$ cat src/hw/rtl/xmd_pkg.sv
// Package for the x86 multiply/divide unit: operation codes, status codes,
// stage payload type and small helper functions. No dependencies.
`default_nettype none
package xmd_pkg;

  localparam int unsigned DataW  = 64;
  localparam int unsigned Stages = 64;

  typedef enum logic [1:0] {
    KIND_MULU = 2'd0,
    KIND_MULS = 2'd1,
    KIND_DIVU = 2'd2,
    KIND_DIVS = 2'd3
  } kind_t;

  typedef enum logic [1:0] {
    ST_OK    = 2'd0,
    ST_DIV0  = 2'd1,
    ST_RANGE = 2'd2
  } status_t;

  localparam logic [1:0] WIDTH_8  = 2'd0;
  localparam logic [1:0] WIDTH_16 = 2'd1;
  localparam logic [1:0] WIDTH_32 = 2'd2;

  // Payload handed from cell to cell. For divides acc is the partial
  // remainder and quo the shifting dividend/quotient; for multiplies acc is
  // the partial product and quo the shifting multiplier.
  typedef struct packed {
    logic             valid;
    logic [1:0]       kind;
    logic [1:0]       wcode;
    logic             neg_a;
    logic             neg_q;
    logic             div0;
    logic [DataW-1:0] acc;
    logic [DataW-1:0] quo;
    logic [DataW-1:0] opd;
  } cell_t;

  function automatic logic [DataW-1:0] wmask(input logic [1:0] code);
    logic [DataW-1:0] m;
    case (code)
      WIDTH_8:  m = 64'h0000_0000_0000_00ff;
      WIDTH_16: m = 64'h0000_0000_0000_ffff;
      default:  m = 64'h0000_0000_ffff_ffff;
    endcase
    return m;
  endfunction

  function automatic logic [DataW-1:0] sext(input logic [DataW-1:0] v,
                                            input logic [1:0] code);
    logic [DataW-1:0] m;
    logic [DataW-1:0] t;
    m = wmask(code);
    t = (m >> 1) + 64'd1;
    return ((v & m) ^ t) - t;
  endfunction

endpackage
`default_nettype wire

$ cat src/hw/rtl/xmd_finish.sv
// Final stage: signs, range check, flags and output register.
// Depends on xmd_pkg.
`default_nettype none
module xmd_finish (
  input  wire logic          clk,
  input  wire logic          rst,
  input  xmd_pkg::cell_t     din,
  output logic               stall,
  output logic               m_tvalid,
  input  wire logic          m_tready,
  output logic [135:0]       m_tdata
);
  import xmd_pkg::*;

  logic [DataW-1:0] res, rem, m, top, lim;
  logic             co, sf, pf, fw;
  logic [1:0]       st;
  logic [135:0]     pk;
  logic             full;

  always_comb begin
    m   = wmask(din.wcode);
    top = (m >> 1) + 64'd1;
    res = 64'd0; rem = 64'd0; co = 1'b0; sf = 1'b0; pf = 1'b0; fw = 1'b0;
    st  = ST_OK;
    lim = m;
    if (!din.kind[1]) begin
      res = din.acc;
      fw  = 1'b1;
      sf  = |(res & top);
      pf  = ~^res[7:0];
      if (din.kind == KIND_MULU) co = |(res & ~m);
      else                       co = (sext(res, din.wcode) != res);
    end else if (din.div0) begin
      st = ST_DIV0;
    end else begin
      if (din.kind == KIND_DIVS) lim = din.neg_q ? top : (m >> 1);
      if (din.quo > lim) begin
        st = ST_RANGE;
      end else begin
        res = din.neg_q ? 64'd0 - din.quo : din.quo;
        rem = din.neg_a ? 64'd0 - din.acc : din.acc;
      end
    end
    pk = {2'b00, st, fw, pf, sf, co, rem, res};
  end

  assign full  = m_tvalid;
  assign stall = full && !m_tready;

  always_ff @(posedge clk) begin
    if (rst) begin
      m_tvalid <= 1'b0;
    end else if (!stall) begin
      m_tvalid <= din.valid;
    end
    if (!stall) m_tdata <= pk;
  end
endmodule
`default_nettype wire

$ cat config.mk
export PLATFORM = sky130hd
export DESIGN_NAME = xmd_finish
export DESIGN_NICKNAME = d
export VERILOG_FILES = /design/src/hw/rtl/xmd_pkg.sv /design/src/hw/rtl/xmd_finish.sv
export SDC_FILE = /design/constraint.sdc
export NUM_CORES = 1
export LEC_CHECK = 0
export BUFFER_PORTS_ARGS = -buffer_cell sky130_fd_sc_hd__buf_2
export CORE_ASPECT_RATIO = 1.4
export CORE_UTILIZATION = 30
export CTS_BUF_LIST = sky130_fd_sc_hd__clkbuf_2 sky130_fd_sc_hd__clkbuf_4 sky130_fd_sc_hd__clkbuf_8
export DETAILED_ROUTE_END_ITERATION = 6
export SYNTH_ARGS = -nofsm -noshare
export SYNTH_HDL_FRONTEND = slang
export SYNTH_SLANG_ARGS = --single-unit
$ cat constraint.sdc
create_clock -name clk -period 3.87 [get_ports clk]
set_input_delay 0 -clock clk [delete_from_list [all_inputs] [get_ports clk]]
set_output_delay 0 -clock clk [all_outputs]
set_load 0.1 [all_outputs]
==> flow_metrics.py, run 1 <==
metrics = {
    "finish": {
        "layout_common_cells": "buf_2 (274), edfxtp_1 (134), nor4_1 (81)",
        "layout.nets": 1520,
        "num_antenna_cells": 0,
        "drive_above_1_share_pct": 27.8,
        "mostFrequentLayoutCell": "buf_2",
        "syn_to_final_growth_pct": 31.1,
        "final_cell_area_sq_um": 12400,
        "fill_cells": 3041,
        "utilization_pct": 40.1,
    },
    "timing": {
        "drv_slew": 0,
        "fin_skew_ns": 0.0131,
        "setup-tns-final_ns": 0,
        "relSlewSlack_pct": 41.0,
        "rsz0062_at_grt": "false",
        "fin_crit_ns": 3.39,
        "fin_crit_sh_pct": 87.6,
        "hold_violations": 0,
        "setup_viol": 0,
        "fmax_mhz": 295,
        "tightest_slew_ns": 0.877,
    },
    "worst_setup_path": {
        "slowest_delay_ns": 0.60,
        "critPathTopFamily": "compound AO/OA/AOI/OAI gates",
        "cp_slowest_cell": "dlygate4sd3_1",
        "path_max_fanout": 25,
        "start_kind": "primary input",
        "crit_buf_inv": 3,
        "endpoint_kind": "register",
        "crit_chain": "buf_2 > nand3_1 > nand2_1 > ha_1 > a21o_1 > a21o_1 > a2111oi_0 > o22a_1 > nand3_1 > o21a_4 > buf_12 > o31ai_1 > dlygate4sd3_1",
        "worstPathRequired_ns": 4.23,
        "arrival_ns": 3.75,
        "path_class": "in2reg",
    },
    "clock_tree": {
        "clkSlewWorstSetupHoldPaths_ns": 0.09,
        "cts_max_level": 4,
        "cts_resized": 0,
        "cts_tree": "done",
        "clockRootBuffer": "clkbuf_8",
        "clock_sinks": 135,
        "cts_made_buffers": 17,
        "worstSkewPairLatency_ns": 0.48,
        "ctsLongestPathBuffers": 2,
    },
    "grt": {
        "antenna_found_initial": 0,
        "grt_pass1_wl_um": 52100,
        "grt_max_degree": 66,
        "grt_pass1_vias": 9143,
        "grt_usage_pct": 21.4,
        "globalRouteOverflowTotal": 0,
    },
    "synthesis": {
        "synth-edff-count": 134,
        "synth_cell_types": 72,
        "syn_inst": 959,
        "async_flop_share_pct": 0,
        "yosysSeqAreaShare_pct": 42.8,
        "avgSynthCellArea_sq_um": 9.85,
        "syn_area_sq_um": 9440,
        "synth-main-ff-cell": "edfxtp_1",
        "yosys_warnings": 0,
        "ys_seq_elements": 135,
    },
    "floorplan": {
        "die_x_um": 152,
        "ios": 341,
        "die_h_um": 212,
        "die-area_sq_um": 32200,
        "start_util_pct": 30.6,
        "core_area_sq_um": 30900,
        "placementRows": 76,
    },
    "drt": {
        "viasPerCell": 5.53,
        "dr.pass1.iters": 7,
        "wl_per_cell_um": 20.7,
        "postRouteWirelength_um": 34800,
        "drtAntennaViolNets": 0,
        "route.detailed.drc": 44,
        "drtIter0Drc": 668,
        "vias": 9285,
    },
    "placement": {
        "dpl.hpwl_um": 26300,
        "gp_congestion": 0.891,
        "place_area_sq_um": 11200,
        "numPortBuffers": 274,
    },
    "status": {
        "violations": "design-rule violations",
        "status": "finished, violations left",
    },
    "job": {
        "cap_violations": 0,
    },
    "min_path": {
        "min_path_type": "in2reg",
    },
    "power": {
        "p_leak_nw": 5.16,
        "pwr_density_cell_nw_per_um2": 355,
        "vdd_drop_max_v": 0.000161,
    },
}
-- worst paths after layout --
check / from / endpoint / slack, ns / cells after the start
setup / recovery: din[197] / m_tdata[11]$_DFFE_PN_ / 0.48 / 13
hold / removal: din[88] / m_tdata[24]$_DFFE_PN_ / 0.04 / 3
setup reg to reg: m_tvalid$_SDFFE_PP0N_ / m_tvalid$_SDFFE_PP0N_ / 2.00 / 5
hold reg to reg: m_tvalid$_SDFFE_PP0N_ / m_tdata[103]$_SDFFCE_PP0N_ / 1.16 / 1
-- routing by layer --
layer  wire length [um]  track usage (%)  share of wire [%]  vias to the layer above
met1              13500             23.6                 39                     4500
met2              18300             40.0                 53                      366
met3               1840             3.66                5.3                       58
li1                   -                -                  -                     4361
met5                  0                0                  0                        -
met4               1140             9.61                3.3                        0
-- synth_stat cells, types with 15 or more instances --
cell type	number	area (sq um)
nand2_1	71	267
edfxtp_1	134	4020
nor3_1	23	115
nand3_1	17	85.1
nor2_1	49	184
o22ai_1	15	93.8
or3_1	15	93.8
o2bb2ai_1	19	166
o21ai_0	40	200
inv_1	33	124
a21oi_1	22	110
nor4_1	81	507
xor2_1	61	534
xnor2_1	37	324
clkbuf_1	67	251
o31ai_1	47	353
nand4_1	23	144
ha_1	41	513
-- per-stage QoR --
step	worst slack (ns)	power, mW	hold slack, ns	cells
after global routing	0.260	4.57	0.0260	1679
after CTS	0.543	4.43	0.000610	1679
after global placement	0.401	3.22	0.163	1569
final	0.478	4.39	0.0435	1679
after floorplan	0.521	2.85	0.0724	960
after detailed placement	0.342	3.23	0.160	1569
-- layout make-up --
class | count | area (sq um) | area share, %
Multi-Input combinational cell | 710 | 4960 | 40.1
Sequential cell | 135 | 4040 | 32.7
Timing Repair Buffer | 378 | 2400 | 19.4
Tap cell | 390 | 488 | 3.94
Clock buffer | 18 | 241 | 1.95
Inverter | 34 | 128 | 1.03
Clock inverter | 14 | 121 | 0.980
-- report_power, final --
part | total [mW] | internal (mW) | switching [mW]
clock | 1.13 | 0.516 | 0.610
sequential | 1.73 | 1.70 | 0.0279
combinational | 1.54 | 0.377 | 1.16
-- kinds of logic after synthesis --
| family | synth area share (%) |
|---|---|
| AOI/OAI and AO/OA | 17.1 |
| xor gates and xnor gates | 9.09 |
| DFF | 42.8 |
| other | 0.0397 |
| adders and majority gates | 5.43 |
| buffers and inverters | 4.86 |
| muxes | 0.848 |
| and+or+nand+nor | 19.8 |
-- tightest hold or removal path, delay by kind of cell --
family	cells	cell delay (ns)
AO/OA/AOI/OAI	1	0.20
buffers and inverters	1	0.13
XOR/XNOR	1	0.07
-- sequential cells by signal, indices dropped and copies added, names as in the netlist --
signal,count
m_tdata,134
m_tvalid,1
-- repair_timing --
item,in CTS,in global routing
endpoints found under the hold margin,75,0
setup endpoints to repair,0,0
hold buffers,78,0
buffers inserted,0,0
Power figures use the tool's default switching activity.
==> inputs of run 2 (changes only) <==
--- a/config.mk
+++ b/config.mk
@@ -10,6 +10,7 @@
 export CORE_UTILIZATION = 30
 export CTS_BUF_LIST = sky130_fd_sc_hd__clkbuf_2 sky130_fd_sc_hd__clkbuf_4 sky130_fd_sc_hd__clkbuf_8
 export DETAILED_ROUTE_END_ITERATION = 6
+export HOLD_SLACK_MARGIN = 0.15
 export SYNTH_ARGS = -nofsm -noshare
 export SYNTH_HDL_FRONTEND = slang
 export SYNTH_SLANG_ARGS = --single-unit
==> flow_metrics.py, run 2 (synthesis results as in run 1) <==
metrics = {
    "status": {
        "status": "finished, violations left",
        "violations": "design-rule violations",
    },
    "finish": {
        "largestRegisters": "m_tdata (134), m_tvalid (1)",
        "layout_common_cells": "buf_2 (274), edfxtp_1 (134), dlygate4sd3_1 (112)",
        "final_cell_area_sq_um": 12800,
        "layout.nets": 1557,
        "mostFrequentLayoutCell": "buf_2",
        "fill_cells": 3011,
        "seqCellArea_sq_um": 4040,
        "multi_input_area_sq_um": 5000,
        "num_antenna_cells": 0,
        "utilization_pct": 41.4,
        "syn_to_final_growth_pct": 35.4,
        "fin_cells": 1716,
        "top_register": "m_tdata",
        "drive_above_1_share_pct": 27.5,
        "largest_reg_flops": 134,
    },
    "clock_tree": {
        "cts_made_buffers": 17,
        "worstSkewPairLatency_ns": 0.49,
        "clock_sinks": 135,
        "cts_max_level": 4,
        "clkSlewWorstSetupHoldPaths_ns": 0.09,
        "cts_tree": "done",
        "clockRootBuffer": "clkbuf_8",
        "ctsLongestPathBuffers": 2,
    },
    "floorplan": {
        "die-area_sq_um": 32200,
        "die_h_um": 212,
        "ios": 341,
        "placementRows": 76,
        "die_x_um": 152,
        "start_util_pct": 30.6,
        "core_area_sq_um": 30900,
    },
    "worst_setup_path": {
        "worstPathRequired_ns": 4.12,
        "slowest_delay_ns": 0.59,
        "start_kind": "primary input",
        "path_max_fanout": 30,
        "path_class": "in2reg",
        "crit_chain": "buf_2 > dlygate4sd3_1 > buf_12 > nand2_1 > o21ai_0 > ha_1 > nand4_1 > nor3_2 > nor3b_2 > buf_4 > nand2_1 > a211oi_2 > o21ai_0 > buf_4 > a22o_1 > dlygate4sd3_1",
        "cp_slowest_cell": "dlygate4sd3_1",
        "arrival_ns": 3.93,
        "endpoint_kind": "register",
    },
    "timing": {
        "hold_violations": 0,
        "tightest_slew_ns": 0.863,
        "setup-tns-final_ns": 0,
        "fin_crit_ns": 3.68,
        "setup_viol": 0,
        "fin_skew_ns": 0.0147,
        "fin_crit_sh_pct": 95.1,
        "rsz0062_at_grt": "false",
        "drv_slew": 0,
        "fmax_mhz": 272,
        "finalWorstSetupSlack_ns": 0.188,
        "hold_ws_ns": 0.195,
        "relSlewSlack_pct": 41.9,
    },
    "grt": {
        "grt_usage_pct": 21.5,
        "globalRouteOverflowTotal": 0,
        "grt_pass1_vias": 9251,
        "antenna_found_initial": 0,
        "grt_max_degree": 66,
        "grt_pass1_wl_um": 52600,
    },
    "drt": {
        "drtIter0Drc": 634,
        "route.detailed.drc": 44,
        "viasPerCell": 5.50,
        "vias": 9431,
        "postRouteWirelength_um": 35300,
        "dr.pass1.iters": 6,
        "wl_per_cell_um": 20.6,
        "drtAntennaViolNets": 0,
    },
    "placement": {
        "dpl.hpwl_um": 26300,
        "placedCellCount": 1569,
        "place_area_sq_um": 11200,
        "pre_cts_ws_ns": 0.342,
        "numPortBuffers": 274,
        "gp_congestion": 0.891,
    },
    "power": {
        "p_int_mw": 2.62,
        "p_total_mw": 4.44,
        "vdd_drop_max_v": 0.000163,
        "p_clk_share_pct": 25.5,
        "p_leak_nw": 5.34,
        "netSwitchingFraction_pct": 41.0,
        "p_sw_mw": 1.82,
        "seq_power_share_pct": 38.9,
        "pwr_density_cell_nw_per_um2": 347,
        "p_comb_share_pct": 35.6,
    },
    "min_path": {
        "min_path_type": "in2reg",
    },
    "job": {
        "cap_violations": 0,
    },
}
==> run 2: worst paths after layout <==
kind,startpoint,endpoint,slack [ns],depth (start not counted)
setup / recovery,din[198],m_tdata[12]$_DFFE_PN_,0.19,16
hold / removal,din[70],m_tdata[8]$_DFFE_PN_,0.19,4
setup reg to reg,m_tvalid$_SDFFE_PP0N_,m_tvalid$_SDFFE_PP0N_,1.98,5
hold reg to reg,m_tvalid$_SDFFE_PP0N_,m_tdata[103]$_SDFFCE_PP0N_,1.17,1
==> run 2: area by class of cell <==
| type | instances | share of cell area, % |
|---|---|---|
| inverter | 34 | 0.999 |
| multi-input combinational | 712 | 39.1 |
| tap | 390 | 3.82 |
| timing repair buffer | 413 | 21.6 |
| clock inverter | 14 | 0.950 |
| clock buffer | 18 | 1.89 |
| sequential | 135 | 31.6 |
==> run 2: what timing repair did <==
item | CTS | global route
endpoints found under the setup margin | 0 | 28
hold buffers | 112 | 0
buffers inserted | 0 | 1
resized for setup | 0 | 7
endpoints found under the hold margin | 130 | 0
==> run 2: power by group through the flow <==
stage	combinational (mW)	sequential (mW)	clock, mW
after global routing	1.66	1.73	1.22
after CTS	1.57	1.73	1.17
after global placement	1.46	1.76	0
final	1.58	1.73	1.13
after detailed placement	1.47	1.76	0
after floorplan	0.450	2.40	0
==> run 2: layer usage <==
metal	share of wire [%]	track usage [%]	wire length, um
met5	0	0	0
met4	3.1	9.54	1110
met3	4.9	3.56	1710
met2	53	40.3	18600
met1	39	23.9	13900
==> run 2: critical path: cells and delay by family <==
family / cells / cell delay (ns)
compound gates: 4 / 0.97
buf+inv: 6 / 1.80
fa+ha+maj: 1 / 0.34
simple gates: 5 / 0.82
==> inputs of run 3 (changes only) <==
--- a/config.mk
+++ b/config.mk
@@ -6,11 +6,15 @@
 export NUM_CORES = 1
 export LEC_CHECK = 0
 export BUFFER_PORTS_ARGS = -buffer_cell sky130_fd_sc_hd__buf_2
+export CELL_PAD_IN_SITES_DETAIL_PLACEMENT = 1
+export CELL_PAD_IN_SITES_GLOBAL_PLACEMENT = 2
 export CORE_ASPECT_RATIO = 1.4
-export CORE_UTILIZATION = 30
+export CORE_UTILIZATION = 28
 export CTS_BUF_LIST = sky130_fd_sc_hd__clkbuf_2 sky130_fd_sc_hd__clkbuf_4 sky130_fd_sc_hd__clkbuf_8
 export DETAILED_ROUTE_END_ITERATION = 6
 export HOLD_SLACK_MARGIN = 0.15
+export PLACE_DENSITY_LB_ADDON = 0.1
+export SLEW_MARGIN = 30
 export SYNTH_ARGS = -nofsm -noshare
 export SYNTH_HDL_FRONTEND = slang
 export SYNTH_SLANG_ARGS = --single-unit
==> flow_metrics.py, run 3 (synthesis results as in run 1) <==
metrics = {
    "clock_tree": {
        "cts_tree": "done",
        "worstSkewPairLatency_ns": 0.50,
        "post-cts-setup-buffer-count": 0,
        "cts_made_buffers": 17,
        "ctsHoldBuffers": 106,
        "ctsLongestPathBuffers": 2,
        "clkSlewWorstSetupHoldPaths_ns": 0.08,
        "cts_resized": 0,
        "clock_sinks": 135,
        "clockRootBuffer": "clkbuf_8",
        "cts_max_level": 4,
    },
    "finish": {
        "top_register": "m_tdata",
        "largest_reg_flops": 134,
        "layout_common_cells": "buf_2 (274), edfxtp_1 (134), dlygate4sd3_1 (106)",
        "seqCellArea_sq_um": 4040,
        "mostFrequentLayoutCell": "buf_2",
        "drive_above_1_share_pct": 27.4,
        "syn_to_final_growth_pct": 36.0,
        "fill_cells": 3872,
        "largestRegisters": "m_tdata (134), m_tvalid (1)",
        "final_cell_area_sq_um": 12800,
        "layout.nets": 1554,
        "multi_input_area_sq_um": 4960,
    },
    "placement": {
        "pre_cts_ws_ns": 0.312,
        "gp_congestion": 0.837,
        "numPortBuffers": 274,
        "place_area_sq_um": 11400,
        "dpl.hpwl_um": 29100,
    },
    "worst_setup_path": {
        "path_class": "in2reg",
        "arrival_ns": 3.69,
        "endpoint_kind": "register",
        "crit_chain": "dlygate4sd3_1 > buf_2 > or4_1 > or3_1 > or3_1 > o41ai_1 > xor2_1 > dlygate4sd3_1 > o31ai_1 > dlygate4sd3_1",
        "worstPathRequired_ns": 4.11,
        "path_common_cell": "dlygate4sd3_1",
        "cp_slowest_cell": "dlygate4sd3_1",
        "slowest_delay_ns": 0.57,
        "crit_buf_inv": 4,
        "r2r_cells": 5,
        "rrSetupSlack_ns": 2.00,
        "critPathTopFamily": "buffers and inverters",
        "r2r-start": "m_tvalid$_SDFFE_PP0N_",
        "start_kind": "primary input",
        "path_max_fanout": 5,
        "r2r_end": "m_tvalid$_SDFFE_PP0N_",
    },
    "floorplan": {
        "core_area_sq_um": 33200,
        "start_util_pct": 28.4,
        "placementRows": 79,
        "ios": 341,
        "die_h_um": 219,
        "die-area_sq_um": 34500,
        "die_x_um": 157,
    },
    "min_path": {
        "min_path_cells": 3,
        "whs_endpoint": "m_tdata[61]$_DFFE_PN_",
        "min_path_type": "in2reg",
        "worstHoldStart": "din[125]",
    },
    "grt": {
        "grt_pass1_wl_um": 57200,
        "grt_max_degree": 77,
        "antenna_found_initial": 0,
        "globalRouteOverflowTotal": 0,
        "grt_usage_pct": 22.5,
        "grt_pass1_vias": 9725,
    },
    "timing": {
        "hold_ws_ns": 0.183,
        "tightest_slew_ns": 0.856,
        "rsz0062_at_grt": "false",
        "fin_crit_sh_pct": 89.1,
        "drv_slew": 0,
        "relSlewSlack_pct": 42.9,
        "fin_crit_ns": 3.45,
        "hold_violations": 0,
        "finalWorstSetupSlack_ns": 0.421,
        "fin_skew_ns": 0.0157,
        "setup_viol": 0,
        "fmax_mhz": 290,
        "setup-tns-final_ns": 0,
    },
    "power": {
        "pwr_density_cell_nw_per_um2": 360,
        "vdd_drop_max_v": 0.000181,
        "p_leak_nw": 5.35,
        "p_total_mw": 4.62,
    },
    "drt": {
        "dr.pass1.iters": 4,
        "drtAntennaViolNets": 0,
        "postRouteWirelength_um": 38200,
        "vias": 9242,
        "viasPerCell": 5.22,
        "route.detailed.drc": 0,
        "wl_per_cell_um": 21.6,
        "drtIter0Drc": 258,
    },
    "status": {
        "status": "completed",
    },
    "job": {
        "cap_violations": 0,
    },
}
run 3: changes by cell type in the layout (fill, tap and decap cells not counted), moves of 2 or more:
cell,delta
dlygate4sd3_1,-6
inv_6,-4
o21a_2,-2
bufinv_16,+3
clkinv_2,-2
buf_4,+6
run 3: cell type report:
| cell class | count | area share (%) |
|---|---|---|
| clock inverters | 13 | 1.39 |
| flip-flops and latches | 135 | 31.5 |
| clock buffers | 19 | 1.94 |
| inverters | 34 | 0.994 |
| well taps | 445 | 4.34 |
| multi-input cells | 710 | 38.6 |
| repair buffers | 412 | 21.2 |
| diodes | 1 | 0.0195 |
run 3: per-stage QoR:
| stage | util, % | cells |
|---|---|---|
| 6_report | 38.7 | 1769 |
| 3_3_place_gp | 34.2 | 1630 |
| 2_1_floorplan | - | 960 |
| 5_1_grt | 38.7 | 1768 |
| 4_1_cts | 38.7 | 1768 |
| 3_5_place_dp | 34.2 | 1630 |
run 3: worst min-delay path: stages:
cell and delay [ns]:
buf_2 0.12, o21bai_2 0.24, o2bb2ai_1 0.20
run 3: power breakdown:
group	switching [mW]	internal, mW
clock	0.600	0.712
sequential	0.0272	1.70
combinational	1.18	0.400
run 3: worst max path at each step:
stage                     slack [ns]     start                          to  depth (start not counted)
final                           0.42   din[72]       m_tdata[15]$_DFFE_PN_                         10
after global routing            0.27  din[198]        m_tdata[2]$_DFFE_PN_                         14
after CTS                       0.44  din[198]        m_tdata[6]$_DFFE_PN_                         14
after detailed placement        0.31  din[197]   m_tdata[97]$_SDFFCE_PP0N_                         13
after global placement          0.39  din[197]  m_tdata[126]$_SDFFCE_PP0N_                         13
after floorplan                 0.52  din[196]       m_tdata[36]$_DFFE_PN_                         14
run 3: layer usage:
| metal | vias up | part of all wire (%) | global-route usage (%) |
|---|---|---|---|
| met3 | 41 | 3.3 | 2.76 |
| met1 | 4540 | 40 | 24.6 |
| met5 | - | 0 | 0 |
| met2 | 238 | 55 | 43.5 |
| met4 | 0 | 1.7 | 8.09 |
| li1 | 4423 | - | - |
