[config.mk]
export PLATFORM = sky130hd
export DESIGN_NAME = xmd_cell
export DESIGN_NICKNAME = d
export VERILOG_FILES = /design/src/hw/rtl/xmd_pkg.sv /design/src/hw/rtl/xmd_cell.sv
export SDC_FILE = /design/constraint.sdc
export NUM_CORES = 1
export LEC_CHECK = 0
export BUFFER_PORTS_ARGS = -buffer_cell sky130_fd_sc_hd__buf_2
export CAP_MARGIN = 30
export CORE_UTILIZATION = 50
export CTS_CLUSTER_DIAMETER = 120
export DETAILED_ROUTE_END_ITERATION = 12
export PLACE_DENSITY = 0.88
export SLEW_MARGIN = 25
export SYNTH_ARGS = -nofsm -noshare
export SYNTH_HDL_FRONTEND = slang
export SYNTH_SLANG_ARGS = --single-unit
[constraint.sdc]
create_clock -name clk -period 3.7 [get_ports clk]
set_input_delay 0.185 -clock clk [delete_from_list [all_inputs] [get_ports clk]]
set_output_delay 0.185 -clock clk [all_outputs]
set_load 0.05 [all_outputs]
[src/hw/rtl/xmd_pkg.sv]
// Package for the x86 multiply/divide unit: operation codes, status codes,
// stage payload type and small helper functions. No dependencies.
`default_nettype none
package xmd_pkg;

  localparam int unsigned DataW  = 64;
  localparam int unsigned Stages = 64;

  typedef enum logic [1:0] {
    KIND_MULU = 2'd0,
    KIND_MULS = 2'd1,
    KIND_DIVU = 2'd2,
    KIND_DIVS = 2'd3
  } kind_t;

  typedef enum logic [1:0] {
    ST_OK    = 2'd0,
    ST_DIV0  = 2'd1,
    ST_RANGE = 2'd2
  } status_t;

  localparam logic [1:0] WIDTH_8  = 2'd0;
  localparam logic [1:0] WIDTH_16 = 2'd1;
  localparam logic [1:0] WIDTH_32 = 2'd2;

  // Payload handed from cell to cell. For divides acc is the partial
  // remainder and quo the shifting dividend/quotient; for multiplies acc is
  // the partial product and quo the shifting multiplier.
  typedef struct packed {
    logic             valid;
    logic [1:0]       kind;
    logic [1:0]       wcode;
    logic             neg_a;
    logic             neg_q;
    logic             div0;
    logic [DataW-1:0] acc;
    logic [DataW-1:0] quo;
    logic [DataW-1:0] opd;
  } cell_t;

  function automatic logic [DataW-1:0] wmask(input logic [1:0] code);
    logic [DataW-1:0] m;
    case (code)
      WIDTH_8:  m = 64'h0000_0000_0000_00ff;
      WIDTH_16: m = 64'h0000_0000_0000_ffff;
      default:  m = 64'h0000_0000_ffff_ffff;
    endcase
    return m;
  endfunction

  function automatic logic [DataW-1:0] sext(input logic [DataW-1:0] v,
                                            input logic [1:0] code);
    logic [DataW-1:0] m;
    logic [DataW-1:0] t;
    m = wmask(code);
    t = (m >> 1) + 64'd1;
    return ((v & m) ^ t) - t;
  endfunction

endpackage
`default_nettype wire

[src/hw/rtl/xmd_cell.sv]
// One bit step of the multiply/divide chain: a shift-add or a restoring
// subtract, then a register. Depends on xmd_pkg.
`default_nettype none
module xmd_cell (
  input  wire logic          clk,
  input  wire logic          rst,
  input  wire logic          en,
  input  xmd_pkg::cell_t     din,
  output xmd_pkg::cell_t     dout
);
  import xmd_pkg::*;

  cell_t            nxt;
  logic [DataW:0]   trial;
  logic [DataW-1:0] shifted;

  always_comb begin
    nxt     = din;
    shifted = {din.acc[DataW-2:0], din.quo[DataW-1]};
    trial   = {din.acc[DataW-1], shifted} - {1'b0, din.opd};
    if (din.kind[1]) begin
      // restoring divide: remainder bit-in from quotient register top
      if (!trial[DataW]) begin
        nxt.acc = trial[DataW-1:0];
        nxt.quo = {din.quo[DataW-2:0], 1'b1};
      end else begin
        nxt.acc = shifted;
        nxt.quo = {din.quo[DataW-2:0], 1'b0};
      end
    end else begin
      // multiply, multiplier bit from LSB, product modulo 2^64
      nxt.acc = din.quo[0] ? din.acc + din.opd : din.acc;
      nxt.opd = {din.opd[DataW-2:0], 1'b0};
      nxt.quo = {1'b0, din.quo[DataW-1:1]};
    end
  end

  always_ff @(posedge clk) begin
    if (rst) begin
      dout.valid <= 1'b0;
    end else if (en) begin
      dout.valid <= din.valid;
    end
    if (en) begin
      dout.kind  <= nxt.kind;
      dout.wcode <= nxt.wcode;
      dout.neg_a <= nxt.neg_a;
      dout.neg_q <= nxt.neg_q;
      dout.div0  <= nxt.div0;
      dout.acc   <= nxt.acc;
      dout.quo   <= nxt.quo;
      dout.opd   <= nxt.opd;
    end
  end
endmodule
`default_nettype wire

==> results of run 1 <==
## where the power goes
group	total, mW	switching [mW]	internal [mW]
registers	2.87	0.0804	2.79
logic	3.70	2.44	1.26
clock network	1.95	1.03	0.916
## cell usage after synthesis (24+ instances only)
| cell type | count |
|---|---|
| sky130_fd_sc_hd__nor2b_1 | 42 |
| sky130_fd_sc_hd__a31oi_1 | 24 |
| sky130_fd_sc_hd__nor3_1 | 25 |
| sky130_fd_sc_hd__nand4_1 | 34 |
| sky130_fd_sc_hd__ha_1 | 127 |
| sky130_fd_sc_hd__xor2_1 | 43 |
| sky130_fd_sc_hd__edfxtp_1 | 199 |
| sky130_fd_sc_hd__o21ai_0 | 156 |
| sky130_fd_sc_hd__xnor2_1 | 61 |
| sky130_fd_sc_hd__o21a_1 | 28 |
| sky130_fd_sc_hd__clkbuf_1 | 98 |
| sky130_fd_sc_hd__a211oi_1 | 53 |
| sky130_fd_sc_hd__mux2i_1 | 24 |
| sky130_fd_sc_hd__nand3_1 | 28 |
| sky130_fd_sc_hd__inv_1 | 91 |
| sky130_fd_sc_hd__a21oi_1 | 225 |
| sky130_fd_sc_hd__nor2_1 | 119 |
| sky130_fd_sc_hd__mux2_2 | 65 |
| sky130_fd_sc_hd__nand2_1 | 181 |
| sky130_fd_sc_hd__a21o_1 | 76 |
## cells in the final DEF (no fill, tap or decap), types with 6 or more instances in the layout
cell type,n
sky130_fd_sc_hd__buf_4,161
sky130_fd_sc_hd__mux2_2,65
sky130_fd_sc_hd__xnor2_1,61
sky130_fd_sc_hd__o21ai_0,156
sky130_fd_sc_hd__a41oi_1,7
sky130_fd_sc_hd__a21o_1,76
sky130_fd_sc_hd__nand2_1,181
sky130_fd_sc_hd__a31oi_1,24
sky130_fd_sc_hd__clkbuf_16,17
sky130_fd_sc_hd__a211oi_1,53
sky130_fd_sc_hd__a21oi_1,225
sky130_fd_sc_hd__or3_1,8
sky130_fd_sc_hd__o21a_1,28
sky130_fd_sc_hd__mux2i_1,24
sky130_fd_sc_hd__buf_2,400
sky130_fd_sc_hd__nand2b_1,13
sky130_fd_sc_hd__and3_1,22
sky130_fd_sc_hd__inv_1,91
sky130_fd_sc_hd__dlygate4sd3_1,8
sky130_fd_sc_hd__o31a_1,7
sky130_fd_sc_hd__a311oi_1,7
sky130_fd_sc_hd__xor2_1,43
sky130_fd_sc_hd__nand4_1,34
sky130_fd_sc_hd__buf_12,7
sky130_fd_sc_hd__a22oi_1,7
sky130_fd_sc_hd__and2_1,17
sky130_fd_sc_hd__a211o_1,6
sky130_fd_sc_hd__o211a_1,6
sky130_fd_sc_hd__nor3_1,25
sky130_fd_sc_hd__nand3_1,28
sky130_fd_sc_hd__ha_1,127
sky130_fd_sc_hd__nor2_1,119
sky130_fd_sc_hd__or2_2,8
sky130_fd_sc_hd__o31ai_1,8
sky130_fd_sc_hd__o21bai_1,23
sky130_fd_sc_hd__edfxtp_1,199
sky130_fd_sc_hd__nor2b_1,42
## final cells by class
cell class | count | area (um2) | share of cell area (%)
Antenna cell | 5 | 12.5 | 0.0585
Clock inverter | 15 | 178 | 0.831
Sequential cell | 200 | 6000 | 28.0
Tap cell | 448 | 561 | 2.62
Multi-Input combinational cell | 1537 | 10400 | 48.7
Inverter | 92 | 345 | 1.62
Clock buffer | 17 | 425 | 1.99
Timing Repair Buffer | 578 | 3460 | 16.2
## worst max-delay path, stage by stage
cell,delay [ns]
sky130_fd_sc_hd__buf_2,0.11
sky130_fd_sc_hd__ha_1,0.23
sky130_fd_sc_hd__fa_1,0.39
sky130_fd_sc_hd__a211o_1,0.32
sky130_fd_sc_hd__a21oi_1,0.26
sky130_fd_sc_hd__buf_4,0.18
sky130_fd_sc_hd__o31a_1,0.15
sky130_fd_sc_hd__a2111o_1,0.27
sky130_fd_sc_hd__a311oi_1,0.13
sky130_fd_sc_hd__buf_4,0.18
sky130_fd_sc_hd__a21boi_0,0.53
sky130_fd_sc_hd__o211a_1,0.38
sky130_fd_sc_hd__buf_4,0.15
sky130_fd_sc_hd__xnor2_1,0.10
sky130_fd_sc_hd__nand2_1,0.07
sky130_fd_sc_hd__a22oi_1,0.19
## cell families after synthesis
logic type      count (synthesis)
compound gates                693
simple gates                  522
xor+xnor                      104
flops                         200
buf+inv                       206
fa+ha+maj                     129
mux                            89
## timing repair
item,CTS,global route
endpoints found under the setup margin,0,1
hold buffers,8,0
resized for setup,0,1
endpoints found under the hold margin,7,0
buffers inserted,0,0
## worst max-delay path by stage
stage                        start   endpoint  slack [ns]  cells past startpoint
after global placement      din[0]  dout[190]       -0.40                     14
after detailed placement    din[0]  dout[190]       -0.43                     14
final                       din[0]  dout[180]        0.18                     16
after global routing      din[129]  dout[186]        0.02                     16
after floorplan             din[7]  dout[189]        0.17                     12
after CTS                   din[0]  dout[190]        0.06                     14
## metal layers
metal	track usage, %	part of all wire, %	up-vias
li1	-	-	8239
met1	42.2	40	8189
met2	57.5	47	879
met3	5.82	7.4	168
met4	19.4	5.5	0
met5	0	0	-
==> impl_summary.log, run 1 <==
INFO  metric clock_period_minus_worst_slack = ~3.5 ns
INFO  metric drt_first_iter_violations = about 1.6k
INFO  metric grt_max_degree = 122
INFO  metric status = completed
INFO  metric maxSlewHeadroom = 46.9%
INFO  metric htreeDepth = 4
INFO  metric cts.sink_count = 200
INFO  metric top_level_pins = 403
INFO  metric area_delta_synth_final = 24.6%
INFO  metric synth-seq-cells = 200
INFO  metric cells_taking_the_most_area_after_synthesis = sky130_fd_sc_hd__edfxtp_1 35%, sky130_fd_sc_hd__ha_1 9.3%, sky130_fd_sc_hd__a21oi_1 6.6%
INFO  metric cellPowerDensity = around 400 mW/mm2
INFO  metric worst_setup_path_start_kind = input port
INFO  metric worst-slew-pin-transition = 0.792 ns
INFO  metric largest_register_ffs = 200
INFO  metric placedCellCount = roughly 2.8k
INFO  metric biggestRegsByFlops = dout: 200 flops
INFO  metric clock_tree.root_cell = sky130_fd_sc_hd__clkbuf_16
INFO  metric maximum_frequency_from_static_timing_analysis = 284 MHz
INFO  metric ctsLongestPathBuffers = 2
INFO  metric fill_cell_count = 2,831
INFO  metric yosys.area.top_type_share = 34.8%
INFO  metric synth.yosys.seq_area_share = 34.9%
INFO  metric placement.cell_area = 0.0207 mm2
INFO  metric place.detailed.hpwl = between 40,000 and 50,000 um
INFO  metric worst_slack = 0.179 ns
INFO  metric synth_mux_area_share = roughly 5.7%
INFO  metric setup_repair_after_global_routing_missed_its_margin = false
INFO  metric synth_compound_area_share = 25.6%
INFO  metric setup_total_negative_slack = 0 ns
INFO  metric final_hold_violation_count = 0
INFO  metric synth_area = 0.0172 mm2
INFO  metric cts_made_buffers = 17
INFO  metric tritoncts_clock_tree = built
INFO  metric initial_core_util = 51.1%
INFO  metric hold_path.class = in2reg
INFO  metric clk-insertion-delay-late = roughly 0.48 ns
INFO  metric gpl.final_weighted_congestion = 1.02
INFO  metric synth_fp_nets = 2,275
INFO  metric yosys.area_share.adder = 9.49%
INFO  metric hold_startpoint = din[82]
INFO  metric timing.critical_path.to_type = flip-flop
INFO  metric cp_max_fo = 3
INFO  metric main_combinational_cell_family_by_area_after_synthesis = compound AO/OA/AOI/OAI gates
INFO  metric core-area = 0.0336 mm2
INFO  metric routed_wire_length_per_instance = 21.4 um
INFO  metric final.setup_skew = 0 ns
INFO  metric route.detailed.drc = 0
INFO  metric leakage_power = roughly 9.6 nW
INFO  metric syn-instance-count = 1,943
INFO  metric synth-simple-area-share = 14.5%
INFO  metric final_layout_size_suffix_gt1_share = 28.3%
INFO  metric global_route_wire_length_before_repair = 93,900 um
INFO  metric worstPathArrival = 3.83 ns
INFO  metric max_flop_register = dout
INFO  metric io_buffer_count = 402
INFO  metric fp-row-count = 67
INFO  metric ant_nets = 0
INFO  metric dieHeight = 187 um
INFO  metric maxCapViolations = 0
INFO  metric final-setup-viol-count = 0
INFO  metric clk_pin_slew = 0.09 ns
INFO  metric vias = 17.5k
INFO  metric globalRouteOverflowTotal = 0
INFO  metric first_global_vias = ~17k
INFO  metric setup_cp_type = in2reg
INFO  metric slew_violations = 0
INFO  metric max-vdd-ir-drop = 378 uV
INFO  metric synthDistinctLibCells = 71
INFO  metric detailedRoute.firstPassIterationCount = 5
INFO  metric post-route-period-util = 95.2%
INFO  metric r2r_start = dout[199]
INFO  metric async_reset_ff_share = 0%
INFO  metric synth_ff_type = sky130_fd_sc_hd__edfxtp_1
INFO  metric regToRegEndpoint = dout[199]
INFO  metric worst-endpoint-required = approximately 4.0 ns
INFO  metric worst-r2r-cell-count = 3
INFO  metric p_total = 8.52 mW
INFO  metric layoutNonFillerInstCount = 2,892
INFO  metric wl = 61,800 um
INFO  metric hold_path_depth = 2
INFO  metric avgViaCountPerCell = around 6.0
INFO  metric yosys_warnings = 0
INFO  metric reg2reg_setup_slack = 2.56 ns
INFO  metric final.hold.worst_slack = approximately 0.018 ns
INFO  metric grt_antenna_before_repair = 6
INFO  metric synthDominantAreaCellType = sky130_fd_sc_hd__edfxtp_1
INFO  metric fin_area = between 0.02 and 0.025 mm2
INFO  metric postSynthAreaPerCell = 8.83 um2
INFO  metric die-width = ~190 um
INFO  metric synth_edf_count = 199
INFO  metric min_delay_worst_endpoint = dout[83]
INFO  metric finish.net_count = about 2.8k
INFO  metric grt_usage = 34.5%
INFO  metric fp.dieArea = ~0.035 mm2
INFO  metric placement.setup.worst_slack = -0.433 ns
INFO  metric utilization = 63.6%
INFO  metric synth_xor_area_share = 5.31%
Power figures use the tool's default switching activity.
==> run 2: changes to the inputs <==
--- a/config.mk
+++ b/config.mk
@@ -7,6 +7,7 @@
 export LEC_CHECK = 0
 export BUFFER_PORTS_ARGS = -buffer_cell sky130_fd_sc_hd__buf_2
 export CAP_MARGIN = 30
+export CORE_MARGIN = 5
 export CORE_UTILIZATION = 50
 export CTS_CLUSTER_DIAMETER = 120
 export DETAILED_ROUTE_END_ITERATION = 12
==> run 2 against run 1 <==
  * Global-route usage shrank 2.4 points
  * Final cell count is 0.52% lower
  * First-iteration DRC count grew 5.7%
  * Critical path type unchanged
  * Highest routed layer is now met5
  * Non-clock buffer count fell by 15
==> impl_summary.log, run 2 (synthesized netlist as in run 1, its figures left out) <==
INFO  metric status = completed
INFO  metric worstPathArrival = 3.66 ns
INFO  metric final_hold_violation_count = 0
INFO  metric initial_core_util = about half
INFO  metric vias = about 17k
INFO  metric dieHeight = 195 um
INFO  metric maxCapViolations = 0
INFO  metric biggestRegsByFlops = dout: 200 flops
INFO  metric max_flop_register = dout
INFO  metric worst-endpoint-required = approximately 3.9 ns
INFO  metric maxSlewHeadroom = approximately 45%
INFO  metric placement.cell_area = between 0.02 and 0.025 mm2
INFO  metric ant_nets = 0
INFO  metric final-setup-viol-count = 0
INFO  metric cts.sink_count = 200
INFO  metric global_route_wire_length_before_repair = 97,100 um
INFO  metric final_common_cell = sky130_fd_sc_hd__buf_2
INFO  metric io_buffer_count = 402
INFO  metric cellPowerDensity = around 400 mW/mm2
INFO  metric setup_cp_type = in2reg
INFO  metric most-common-layout-cells = 400 x sky130_fd_sc_hd__buf_2, 225 x sky130_fd_sc_hd__a21oi_1, 199 x sky130_fd_sc_hd__edfxtp_1
INFO  metric hold_path.class = in2reg
INFO  metric final.setup_skew = 0 ns
INFO  metric wl = 64,400 um
INFO  metric cts_made_buffers = 17
INFO  metric finish.net_count = 2,743
INFO  metric die-width = between 150 and 200 um
INFO  metric grt_usage = approximately 32%
INFO  metric utilization = 63.0%
INFO  metric area_of_the_multi_input_gates = 0.0104 mm2
INFO  metric tritoncts_clock_tree = built
INFO  metric timing.critical_path.to_type = flip-flop
INFO  metric first_global_vias = roughly 17k
INFO  metric drt_first_iter_violations = between 1.5k and 2k
INFO  metric clock_period_minus_worst_slack = 3.47 ns
INFO  metric fp.dieArea = approximately 0.038 mm2
INFO  metric htreeDepth = 4
INFO  metric register_area = 0.00600 mm2
INFO  metric ctsLongestPathBuffers = 2
INFO  metric worst_slack = 0.228 ns
INFO  metric fp-row-count = 67
INFO  metric grt_max_degree = 128
INFO  metric largest_register_ffs = 200
INFO  metric clock_tree.root_cell = sky130_fd_sc_hd__clkbuf_16
INFO  metric cp_cell_sequence = buf_2, ha_1, and4_1, or4b_1, and3_4, a2111o_1, a211oi_2, nor2_1, o31a_4, o41ai_4, mux2i_1, a2111oi_2, a311oi_1
INFO  metric top_level_pins = 403
INFO  metric routed_wire_length_per_instance = 22.4 um
INFO  metric cp_max_fo = 4
INFO  metric route.detailed.drc = 0
INFO  metric avgViaCountPerCell = 6.07
INFO  metric maximum_frequency_from_static_timing_analysis = 288 MHz
INFO  metric final_layout_size_suffix_gt1_share = between 20% and 30%
INFO  metric grt_antenna_before_repair = 8
INFO  metric globalRouteOverflowTotal = 0
INFO  metric fin_area = 0.0212 mm2
INFO  metric crit_path_max_incr_delay = approximately 0.5 ns
INFO  metric fill_cell_count = 2,895
INFO  metric final.hold.worst_slack = approximately 0.017 ns
INFO  metric worst-slew-pin-transition = approximately 0.83 ns
INFO  metric gpl.final_weighted_congestion = 0.989
INFO  metric place.detailed.hpwl = about 51,000 um
INFO  metric core-area = 0.0337 mm2
INFO  metric worst_path_max_delay_cell = sky130_fd_sc_hd__or4b_1
INFO  metric placement.setup.worst_slack = -0.430 ns
INFO  metric leakage_power = 9.49 nW
INFO  metric max-vdd-ir-drop = ~380 uV
INFO  metric detailedRoute.firstPassIterationCount = 6
INFO  metric area_delta_synth_final = 23.6%
INFO  metric slew_violations = 0
INFO  metric setup_repair_after_global_routing_missed_its_margin = false
INFO  metric cts_setup_buffers = 0
INFO  metric post-route-period-util = 93.8%
INFO  metric clk_pin_slew = roughly 0.09 ns
INFO  metric worst_setup_path_start_kind = input port
INFO  metric clk-insertion-delay-late = 0.47 ns
==> run 2: cell types whose count changed in the layout (fill, tap and decap cells not counted), sizes merged <==
cell	before	now
buf	569	554
clkinv	9	6
clkinvlp	0	2
clkbuf	18	19
==> run 2: report_power, final <==
part | internal (mW) | leakage, nW | switching (mW)
Sequential | 2.79 | 1.95 | 0.0794
Combinational | 1.23 | 7.26 | 2.46
Clock | 0.903 | 0.276 | 1.01
==> run 2: what timing repair did <==
item,4_1_cts,5_1_grt
hold buffers,8,0
gates resized for setup,0,1
endpoints found under the setup margin,0,1
endpoints found under the hold margin,7,0
==> run 2: cell type report <==
class | instances | share of cell area (%)
sequential | 200 | 28.3
antenna | 5 | 0.0590
clock inverter | 14 | 0.719
clock buffer | 18 | 2.02
multi-input combinational | 1537 | 49.0
timing repair buffer | 563 | 15.7
tap | 448 | 2.64
inverter | 92 | 1.63
==> run 2: path summary, 6_finish.rpt <==
path                   from   endpoint  slack [ns]  cells after the start
setup reg to reg  dout[199]  dout[199]        2.56                      3
setup / recovery     din[6]  dout[189]        0.23                     13
hold / removal      din[31]   dout[31]        0.02                      3
hold reg to reg   dout[199]  dout[199]        1.04                      3
==> run 2: metrics by stage <==
step	setup TNS (ns)	power, mW	cells
3_3_place_gp	-0.949	6.49	2832
2_1_floorplan	0	5.34	1943
4_1_cts	0	8.43	2872
5_1_grt	0	8.83	2876
6_report	0	8.47	2877
3_5_place_dp	-1.42	6.53	2832
==> run 2: per-layer routing <==
metal	vias to the layer above	global-route usage [%]	wire length (um)
met5	-	0	42
met4	6	12.5	2380
met3	127	6.51	5310
met2	882	54.5	31000
met1	8288	40.2	25600
li1	8167	-	-
==> run 2: worst max-delay path: cells and delay by family <==
kind                     cells  cell delay (ns)
AO/OA/AOI/OAI                6             1.81
multiplexers                 1             0.14
AND/OR/NAND/NOR              4             1.09
buffers and inverters        1             0.11
adder cells (fa/ha/maj)      1             0.32
==> run 3: changes to the inputs <==
--- a/config.mk
+++ b/config.mk
@@ -5,7 +5,7 @@
 export SDC_FILE = /design/constraint.sdc
 export NUM_CORES = 1
 export LEC_CHECK = 0
-export BUFFER_PORTS_ARGS = -buffer_cell sky130_fd_sc_hd__buf_2
+export BUFFER_PORTS_ARGS = -buffer_cell sky130_fd_sc_hd__buf_4
 export CAP_MARGIN = 30
 export CORE_MARGIN = 5
 export CORE_UTILIZATION = 50
==> run 3 against run 2 <==
  * Die area is the same
  * Power grew 4.8%
  * Maximum frequency shrank 3.7%
  * Via count is essentially flat
  * Final cell count shrank 0.21%
  * First-iteration DRC count grew 4.9%
  * Highest routed layer unchanged
==> impl_summary.log, run 3 (synthesized netlist as in run 1, its figures left out) <==
INFO  metric regToRegEndpoint = dout[199]
INFO  metric final.setup_skew = 0 ns
INFO  metric fp.dieArea = 0.0381 mm2
INFO  metric r2r_start = dout[199]
INFO  metric worstPathArrival = between 3 and 4 ns
INFO  metric drt_first_iter_violations = 1,719
INFO  metric gpl.final_weighted_congestion = 1.06
INFO  metric cellPowerDensity = around 400 mW/mm2
INFO  metric core-area = 0.0337 mm2
INFO  metric most-common-layout-cells = 541 x sky130_fd_sc_hd__buf_4, 225 x sky130_fd_sc_hd__a21oi_1, 199 x sky130_fd_sc_hd__edfxtp_1
INFO  metric grt_max_degree = 146
INFO  metric largest_register_ffs = 200
INFO  metric dieHeight = 195 um
INFO  metric worst-r2r-cell-count = 3
INFO  metric detailedRoute.firstPassIterationCount = 5
INFO  metric globalRouteOverflowTotal = 0
INFO  metric leakage_power = slightly below 10 nW
INFO  metric clk-insertion-delay-late = 0.46 ns
INFO  metric final-setup-viol-count = 0
INFO  metric final_layout_size_suffix_gt1_share = 27.8%
INFO  metric worst_path_max_delay_cell = sky130_fd_sc_hd__a21boi_0
INFO  metric setup_total_negative_slack = 0 ns
INFO  metric cts.sink_count = 200
INFO  metric crit_path_most_repeated_cell = sky130_fd_sc_hd__buf_4
INFO  metric placement.setup.worst_slack = -0.429 ns
INFO  metric worst_setup_path_start_kind = input port
INFO  metric tritoncts_clock_tree = built
INFO  metric wl = 64,000 um
INFO  metric cp_max_fo = 3
INFO  metric fp-row-count = 67
INFO  metric global_route_wire_length_before_repair = a little under 100,000 um
INFO  metric layoutNonFillerInstCount = around 2.9k
INFO  metric grt_usage = 31.9%
INFO  metric hold_path_depth = 3
INFO  metric worst-slew-pin-transition = 0.920 ns
INFO  metric setup_cp_type = in2reg
INFO  metric htreeDepth = 4
INFO  metric cts_setup_buffers = 0
INFO  metric min_delay_worst_endpoint = dout[57]
INFO  metric ctsLongestPathBuffers = 2
INFO  metric route.detailed.drc = 0
INFO  metric vias = 17.5k
INFO  metric timing.critical_path.to_type = flip-flop
INFO  metric status = completed
INFO  metric clock_period_minus_worst_slack = 3.61 ns
INFO  metric cts_made_buffers = 17
INFO  metric reg2reg_setup_slack = 2.52 ns
INFO  metric final_hold_violation_count = 0
INFO  metric worst-endpoint-required = 3.92 ns
INFO  metric routed_wire_length_per_instance = around 22 um
INFO  metric io_buffer_count = 402
INFO  metric max-vdd-ir-drop = 348 uV
INFO  metric hold_path.class = in2reg
INFO  metric finish.net_count = roughly 2.7k
INFO  metric area_delta_synth_final = 29.7%
INFO  metric avgViaCountPerCell = 6.08
INFO  metric worst_slack = 0.0947 ns
INFO  metric biggestRegsByFlops = dout: 200 flops
INFO  metric utilization = 66.1%
INFO  metric maximum_frequency_from_static_timing_analysis = 277 MHz
INFO  metric final_common_cell = sky130_fd_sc_hd__buf_4
INFO  metric top_level_pins = 403
INFO  metric cp_cell_sequence = buf_4, ha_1, fa_1, a211o_1, a21oi_1, buf_4, o31a_1, a2111o_1, a311oi_1, buf_4, a21boi_0, o211a_1, o31ai_1, xor2_1, nand2_1, a21oi_1
INFO  metric crit_path_max_incr_delay = 0.59 ns
INFO  metric slew_violations = 0
INFO  metric first_global_vias = 17.0k
INFO  metric hold_startpoint = din[57]
INFO  metric initial_core_util = 50.9%
INFO  metric placedCellCount = 2,825
INFO  metric die-width = 195 um
INFO  metric grt_antenna_before_repair = 6
INFO  metric ant_nets = 0
INFO  metric max_flop_register = dout
INFO  metric maxCapViolations = 0
INFO  metric clk_pin_slew = around 0.1 ns
INFO  metric maxSlewHeadroom = around 39%
INFO  metric clock_tree.root_cell = sky130_fd_sc_hd__clkbuf_16
INFO  metric place.detailed.hpwl = 50,300 um
INFO  metric post-route-period-util = a little over nine tenths
run 3: metrics by stage:
| step | cell area (um2) | hold slack [ns] | total power [mW] |
|---|---|---|---|
| 3_5_place_dp | 21500 | 0.348 | 6.70 |
| 6_report | 22300 | 0.0184 | 8.87 |
| 2_1_floorplan | 17200 | 0.257 | 5.34 |
| 3_3_place_gp | 21500 | 0.343 | 6.65 |
| 4_1_cts | 22200 | 0.00298 | 8.84 |
| 5_1_grt | 22300 | 0.0152 | 9.24 |
run 3: where the power goes:
part | internal [mW] | switching [mW] | leakage [nW]
registers | 2.79 | 0.0997 | 1.95
clock network | 1.02 | 1.11 | 0.316
logic | 1.41 | 2.44 | 7.58
total | 5.22 | 3.65 | 9.85
run 3: area by class of cell:
type                    count  area (um2)
clock buffers              17         425
repair buffers            557        4280
diodes                      5        12.5
inverters                  92         345
fillers                  2746       11400
multi-input cells        1537       10400
flip-flops and latches    200        6000
well taps                 448         561
clock inverters            15         230
run 3: worst max-delay path by stage:
stage / endpoint / slack (ns) / start / depth (start not counted)
after floorplan: dout[189] / 0.17 / din[7] / 12
after global routing: dout[189] / -0.002 / din[8] / 13
after detailed placement: dout[190] / -0.43 / din[0] / 15
after global placement: dout[190] / -0.39 / din[0] / 15
after CTS: dout[190] / 0.05 / din[0] / 15
final: dout[188] / 0.09 / din[0] / 16
run 3: timing repair:
item	in CTS	in global routing
endpoints found under the hold margin	8	0
setup endpoints to repair	0	8
hold buffers	9	0
resized for setup	0	4
run 3: critical path: cells and delay by family:
kind	cells	cell delay, ns
AND/OR/NAND/NOR	1	0.09
adder cells (fa/ha/maj)	2	0.63
AO/OA/AOI/OAI	9	2.29
XOR/XNOR	1	0.15
buffers and inverters	3	0.47
run 3: routing by layer:
metal	global-route usage (%)	vias to the layer above	part of all wire [%]
met1	39.2	8161	38
met2	53.5	945	47
met5	0	-	0.020
met4	15.6	2	5.1
li1	-	8187	-
met3	6.76	164	9.4
